**src/design/pgr_pkg.sv**
```systemverilog
// Shared types and constants for the page replacement block.
// No dependencies; imported by pgr_cell and page_replacement_fifo_lru.
`default_nettype none
package pgr_pkg;

    localparam int FRAMES     = 8;
    localparam int PAGE_WIDTH = 8;

    localparam int IN_W    = 8;
    localparam int OUT_W   = 32;
    localparam int CNT_W   = 16;
    localparam int FC_W    = 4;
    localparam int OCC_W   = $clog2(FRAMES + 1);
    localparam int CMP_W   = (OCC_W > FC_W) ? OCC_W : FC_W;

    localparam logic [IN_W-1:0] PAGE_MASK =
        (PAGE_WIDTH >= IN_W) ? {IN_W{1'b1}} : IN_W'((64'd1 << PAGE_WIDTH) - 64'd1);

    localparam logic [FC_W-1:0]  FRAME_COUNT_RST = 4'd8;
    localparam logic             POLICY_RST      = 1'b1;
    localparam logic             POLICY_FIFO     = 1'b0;
    localparam logic             POLICY_LRU      = 1'b1;
    localparam logic [CNT_W-1:0] CNT_MAX         = {CNT_W{1'b1}};

    localparam logic REG_FRAME_COUNT = 1'b0;
    localparam logic REG_POLICY      = 1'b1;

    typedef logic [IN_W-1:0] t_page;

    typedef struct packed {
        logic in_use;
        logic load;
        logic shift;
    } t_cell_ctl;

endpackage
`default_nettype wire

```
**src/design/pgr_cell.sv**
```systemverilog
// One frame of the resident page list: holds a page, compares it to the key,
// and loads either the key or its neighbor's page. Depends on pgr_pkg.
`default_nettype none
module pgr_cell
    import pgr_pkg::*;
(
    input  wire        i_clk,
    input  t_cell_ctl  i_ctl,
    input  t_page      i_key,
    input  t_page      i_nbr_page,
    input  wire        i_seen,
    output t_page      o_page,
    output logic       o_seen
);

    t_page r_page;
    t_page n_page;
    logic  w_match;

    always_comb begin
        n_page = r_page;
        if (i_ctl.load) begin
            n_page = i_key;
        end else if (i_ctl.shift) begin
            n_page = i_nbr_page;
        end
    end

    always_ff @(posedge i_clk) begin
        r_page <= n_page;
    end

    assign w_match = i_ctl.in_use && (r_page == i_key);
    assign o_seen  = i_seen | w_match;
    assign o_page  = r_page;

endmodule
`default_nettype wire

```
**src/design/page_replacement_fifo_lru.sv**
```systemverilog
// Page replacement unit (FIFO / LRU) built as a row of frame cells.
// Depends on pgr_pkg and pgr_cell.
`default_nettype none
// One page reference is taken per clock. All frame cells compare the page in
// the cycle of the transfer, a hit position ripples along the cell row, and
// the list shifts toward the oldest end in the same cycle; the result is in
// the output register from the cycle after. Sustained rate is one item per
// cycle. Input is stalled only while the output register is full and not
// being taken.
module page_replacement_fifo_lru
    import pgr_pkg::*;
(
    input  wire              i_clk,
    input  wire              i_rst_n,
    // APB configuration
    input  wire              i_psel,
    input  wire              i_penable,
    input  wire              i_pwrite,
    input  wire  [2:0]       i_paddr,
    input  wire  [31:0]      i_pwdata,
    output logic [31:0]      o_prdata,
    output logic             o_pready,
    // page references
    input  wire              i_s_axis_tvalid,
    output logic             o_s_axis_tready,
    input  wire  [IN_W-1:0]  i_s_axis_tdata,   // [7:0] page_number
    // results
    output logic             o_m_axis_tvalid,
    input  wire              i_m_axis_tready,
    output logic [OUT_W-1:0] o_m_axis_tdata    // [0] page_fault, [1] evict_valid,
                                               // [9:2] evicted_page, [25:10] fault_total
);

    logic [FC_W-1:0]  r_frame_count;
    logic             r_policy;
    logic [OCC_W-1:0] r_occ,  n_occ;
    logic [CNT_W-1:0] r_fcnt, n_fcnt;
    logic             r_out_valid;
    logic [OUT_W-1:0] r_out_data, n_out_data;

    t_page            w_key;
    t_page            w_page [FRAMES];
    logic             w_seen [FRAMES+1];
    t_cell_ctl        w_ctl  [FRAMES];

    logic             w_fire, w_hit, w_evict, w_shift_en, w_cfg_wr;
    logic [CMP_W-1:0] w_limit, w_occ_ext;

    // configuration
    assign o_pready = 1'b1;
    assign w_cfg_wr = i_psel && i_penable && i_pwrite;

    always_ff @(posedge i_clk) begin
        if (!i_rst_n) begin
            r_frame_count <= FRAME_COUNT_RST;
            r_policy      <= POLICY_RST;
        end else if (w_cfg_wr) begin
            if (i_paddr[2] == REG_FRAME_COUNT) begin
                r_frame_count <= i_pwdata[FC_W-1:0];
            end else begin
                r_policy <= i_pwdata[0];
            end
        end
    end

    always_comb begin
        if (i_paddr[2] == REG_POLICY) begin
            o_prdata = {31'd0, r_policy};
        end else begin
            o_prdata = {{(32-FC_W){1'b0}}, r_frame_count};
        end
    end

    // frame limit clamped into 1..FRAMES
    always_comb begin
        if (r_frame_count == '0) begin
            w_limit = CMP_W'(1);
        end else if (CMP_W'(r_frame_count) > CMP_W'(FRAMES)) begin
            w_limit = CMP_W'(FRAMES);
        end else begin
            w_limit = CMP_W'(r_frame_count);
        end
    end

    assign w_occ_ext       = CMP_W'(r_occ);
    assign o_s_axis_tready = !r_out_valid || i_m_axis_tready;
    assign w_fire          = i_s_axis_tvalid && o_s_axis_tready;
    assign w_key           = i_s_axis_tdata & PAGE_MASK;

    assign w_seen[0]  = 1'b0;
    assign w_hit      = w_seen[FRAMES];
    assign w_evict    = !w_hit && (w_occ_ext >= w_limit) && (r_occ != '0);
    assign w_shift_en = (w_hit && (r_policy == POLICY_LRU)) || w_evict;

    for (genvar g = 0; g < FRAMES; g++) begin : g_cell
        always_comb begin
            w_ctl[g].in_use = OCC_W'(g) < r_occ;
            w_ctl[g].shift  = w_fire && w_shift_en && (OCC_W'(g + 1) < r_occ)
                              && (w_evict || w_seen[g+1]);
            if (w_shift_en) begin
                w_ctl[g].load = w_fire && (OCC_W'(g + 1) == r_occ);
            end else begin
                w_ctl[g].load = w_fire && !w_hit && (OCC_W'(g) == r_occ);
            end
        end

        if (g == FRAMES - 1) begin : g_last
            pgr_cell u_cell (
                .i_clk      (i_clk),
                .i_ctl      (w_ctl[g]),
                .i_key      (w_key),
                .i_nbr_page ('0),
                .i_seen     (w_seen[g]),
                .o_page     (w_page[g]),
                .o_seen     (w_seen[g+1])
            );
        end else begin : g_mid
            pgr_cell u_cell (
                .i_clk      (i_clk),
                .i_ctl      (w_ctl[g]),
                .i_key      (w_key),
                .i_nbr_page (w_page[g+1]),
                .i_seen     (w_seen[g]),
                .o_page     (w_page[g]),
                .o_seen     (w_seen[g+1])
            );
        end
    end

    always_comb begin
        n_occ      = r_occ;
        n_fcnt     = r_fcnt;
        n_out_data = r_out_data;
        if (w_fire) begin
            if (!w_hit) begin
                if (!w_evict) begin
                    n_occ = r_occ + OCC_W'(1);
                end
                if (r_fcnt != CNT_MAX) begin
                    n_fcnt = r_fcnt + CNT_W'(1);
                end
            end
            n_out_data = '0;
            n_out_data[0]     = !w_hit;
            n_out_data[1]     = w_evict;
            n_out_data[9:2]   = w_evict ? w_page[0] : '0;
            n_out_data[25:10] = n_fcnt;
        end
    end

    always_ff @(posedge i_clk) begin
        if (!i_rst_n) begin
            r_occ       <= '0;
            r_fcnt      <= '0;
            r_out_valid <= 1'b0;
        end else begin
            r_occ  <= n_occ;
            r_fcnt <= n_fcnt;
            if (w_fire) begin
                r_out_valid <= 1'b1;
            end else if (i_m_axis_tready) begin
                r_out_valid <= 1'b0;
            end
        end
    end

    always_ff @(posedge i_clk) begin
        r_out_data <= n_out_data;
    end

    assign o_m_axis_tvalid = r_out_valid;
    assign o_m_axis_tdata  = r_out_data;

    a_occ_bound: assert property (@(posedge i_clk) disable iff (!i_rst_n)
        CMP_W'(r_occ) <= CMP_W'(FRAMES))
        else $error("occupancy above frame count");

    a_fault_count: assert property (@(posedge i_clk) disable iff (!i_rst_n)
        (w_fire && !w_hit && r_fcnt != CNT_MAX) |=> (r_fcnt == $past(r_fcnt) + CNT_W'(1)))
        else $error("fault not counted");

    a_evict_occ: assert property (@(posedge i_clk) disable iff (!i_rst_n)
        (w_fire && w_evict) |=> (r_occ == $past(r_occ)))
        else $error("eviction changed occupancy");

endmodule
`default_nettype wire
```
**config.mk**
```make
export PLATFORM = sky130hd
export DESIGN_NAME = page_replacement_fifo_lru
export DESIGN_NICKNAME = d
export VERILOG_FILES = /design/src/design/pgr_pkg.sv /design/src/design/pgr_cell.sv /design/src/design/page_replacement_fifo_lru.sv
export SDC_FILE = /design/constraint.sdc
export NUM_CORES = 1
export LEC_CHECK = 0
export BUFFER_PORTS_ARGS = -buffer_cell sky130_fd_sc_hd__buf_2
export CAP_MARGIN = 20
export CORE_AREA = 2 2 104 146
export DETAILED_ROUTE_END_ITERATION = 16
export DIE_AREA = 0 0 106 148
export PLACE_DENSITY = 0.67
export SYNTH_ARGS = -nofsm -noshare
export SYNTH_HDL_FRONTEND = slang
export SYNTH_SLANG_ARGS = --single-unit
```
**constraint.sdc**
```tcl
create_clock -name i_clk -period 5.6 [get_ports i_clk]
set_input_delay 0 -clock i_clk [delete_from_list [all_inputs] [get_ports i_clk]]
set_output_delay 0 -clock i_clk [all_outputs]
set_load 0.01 [all_outputs]
```
==> impl_metrics.json <==
{
  "outcome": "completed",
  "cp_top_family": "simple AND/OR/NAND/NOR gates",
  "synthArstFlopShare": 0,
  "hold_class": "input pin to flop",
  "initial_utilization": 0.4688,
  "cts.sinks": 116,
  "path_max_fanout": 31,
  "drc": 0,
  "yosysWarnings": 0,
  "antennaDiodeCount": 0,
  "min_period_over_period": 0.7257,
  "tightest_slew_ns": 0.8704,
  "p_per_area_mw_per_mm2": 291.9,
  "grt_max_degree": 32,
  "rows": 52,
  "ys_types": 52,
  "drtAntennaViolNets": 0,
  "postSynthAreaPerCell_um2": 11.72,
  "multi_input_area_mm2": 0.003115,
  "slowest_stage": "or4_4",
  "clockBufferDepth": 2,
  "die_w_um": 106,
  "vias_per_cell": 5.253,
  "synth_seq_cells": 116,
  "die_area_mm2": 0.01569,
  "synth-main-ff-cell": "edfxtp_1",
  "start_kind": "flop",
  "p_leak_nw": 2.957,
  "synth_edf_count": 90,
  "pin_count": 117,
  "hold_ws_ns": 0.1150,
  "syn_inst": 575,
  "worst_setup_path_end_kind": "flop",
  "total_power_mw": 2.219,
  "cts_tree": "done",
  "max_freq_mhz": 246.1,
  "cp_slowest_stage_delay_ns": 0.69,
  "cts-root-buf": "clkbuf_16",
  "first_pass_iters": 6,
  "n_fill_cell": 1260,
  "register_area_mm2": 0.003223,
  "critical_path_buf_inv_count": 1,
  "numCtsBuffers": 17,
  "clk_latency_ns": 0.42,
  "fin_setup_tns_ns": 0,
  "routed_wl_mm": 13.41,
  "ir_drop_mv": 0.2029,
  "grt.total_usage": 0.1786,
  "nNetsFinal": 685,
  "synthToLayoutAreaGrowth_pct": 12.81,
  "wl_per_cell_um": 16.18,
  "antenna_found_initial": 0,
  "fp.dieH_um": 148,
  "h-tree-depth": 4,
  "crit_arrival_ns": 4.10,
  "yosysSeqAreaShare": 0.4782,
  "synth_area_mm2": 0.006740,
  "grt_pass1_wl_mm": 21.93,
  "final-setup-viol-count": 0,
  "path_class": "flop to flop",
  "post_cts_buffers": 0,
  "vias": 4355,
  "drive_above_1_share": 0.2734,
  "critical_path.cell_chain": "nor3_1 > nor4_1 > nand4_1 > nand3_1 > or4_4 > inv_2 > o21ai_0 > a21oi_1 > o21bai_1",
  "grt_overflow": 0,
  "core_area_mm2": 0.01438,
  "final_hold_viol_count": 0,
  "drt-initial-drc-count": 148,
  "drv_cap": 0,
  "worstPathRequired_ns": 5.64,
  "portBuffers": 51,
  "max_slew_margin": 0.4185,
  "grt_pass1_vias": 4305,
  "ff2ff_setup_slack_ns": 1.54,
  "clk_pin_slew_ns": 0.05,
  "finalCriticalPeriod_ns": 4.064,
  "rsz0062_at_grt": "false",
  "finalClockSkew_ns": 0.009149,
  "gp_congestion": 0.8385,
  "drv_slew": 0,
  "dp_hpwl_mm": 9.748
}
worst reg2reg max path, stage by stage, from the launching register on:
cell,delay [ns]
dfxtp_1,0.46
nor3_1,0.45
nor4_1,0.13
nand4_1,0.14
nand3_1,0.17
or4_4,0.69
inv_2,0.39
o21ai_0,0.15
a21oi_1,0.60
o21bai_1,0.50
sequential cells by signal (all words and copies together), names as in the netlist:
register	cells
o_m_axis_tvalid	1
r_fcnt	16
r_occ	4
o_m_axis_tdata	26
g_cell.g_last.u_cell.o_page	8
r_policy	1
g_cell.g_mid.u_cell.o_page	56
r_frame_count	4
placed cells by master (no fill, tap or decap), drive strengths merged, types with 13 or more instances in the layout:
master and count:
and3 15, buf 59, clkbuf 23, conb 35, dfxtp 26, edfxtp 90, mux2 61, nand2 28
nand3 18, nand4 14, nor2 36, nor3 18, nor4 13, xnor2 52, xor2 39
cells in the mapped netlist (9+ instances only):
library cell  count  area [um^2]
nand2_1          28        105.1
a21oi_1           9        45.04
nor3_1           15        75.07
and3_1           15        93.84
clkbuf_1          9        33.78
inv_1            10        37.54
nor2_1           34        127.6
and2_1           10        62.56
xor2_1           39        341.6
nand4_1          14        87.58
buf_4            44        330.3
nand3_1          18        90.09
mux2_2           60        675.7
dfxtp_1          26        520.5
edfxtp_1         90         2703
xnor2_1          52        455.4
per-stage QoR:
| stage | instances | utilization | area (um^2) | worst slack, ns |
|---|---|---|---|---|
| floorplan | 608 | - | 6864 | 2.294 |
| global placement | 789 | 0.4821 | 6932 | 1.500 |
| detailed placement | 789 | 0.4821 | 6932 | 1.478 |
| CTS | 829 | 0.5288 | 7604 | 1.463 |
| global route | 829 | 0.5288 | 7604 | 1.286 |
| finish | 829 | 0.5288 | 7604 | 1.536 |
layout make-up:
cell class,count,share of cell area
clock buffer,23,0.06418
clock inverter,9,0.01366
inverter,11,0.005430
multi-input combinational,414,0.4097
sequential,116,0.4239
tap,189,0.03110
timing repair buffer,67,0.05200
repair_timing:
action,in CTS,in global routing
hold buffers,8,0
endpoints found under the hold margin,9,0
setup endpoints to repair,0,0
resized for setup,0,0
logic make-up (layout without fill, tap and decap cells):
kind of cell,after synthesis,count (layout),share of synthesized area
AND/OR/NAND/NOR,168,168,0.1420
flip-flops,116,116,0.4782
XOR/XNOR,91,91,0.1182
buffers and inverters,78,110,0.07797
multiplexers,68,68,0.1129
AO/OA/AOI/OAI,44,44,0.05476
adder cells (fa/ha/maj),8,8,0.01485
other,2,35,0.001114
metal layers:
| metal | vias up | track usage | wire length, um |
|---|---|---|---|
| met5 | - | 0 | 0 |
| met4 | 0 | 0.06974 | 244 |
| met3 | 21 | 0.04056 | 396 |
| met2 | 96 | 0.3368 | 7623 |
| met1 | 2134 | 0.1909 | 5146 |
| li1 | 2104 | - | - |
report_power, final:
part / internal [mW] / switching (mW) / total, mW
Clock: 0.698 / 0.375 / 1.07
Combinational: 0.0700 / 0.109 / 0.179
Sequential: 0.952 / 0.0152 / 0.967
path summary, 6_finish.rpt:
check                                      start                           endpoint  depth (start not counted)
worst max-delay path                    r_occ[2]  g_cell[7].g_last.u_cell.o_page[7]                          9
worst min-delay path                    i_pwrite                   r_frame_count[3]                          4
worst max register to register          r_occ[2]  g_cell[7].g_last.u_cell.o_page[7]                          9
worst min register to register  r_frame_count[0]                   r_frame_count[0]                          2
Note: power is estimated with default switching activity, not from simulation.
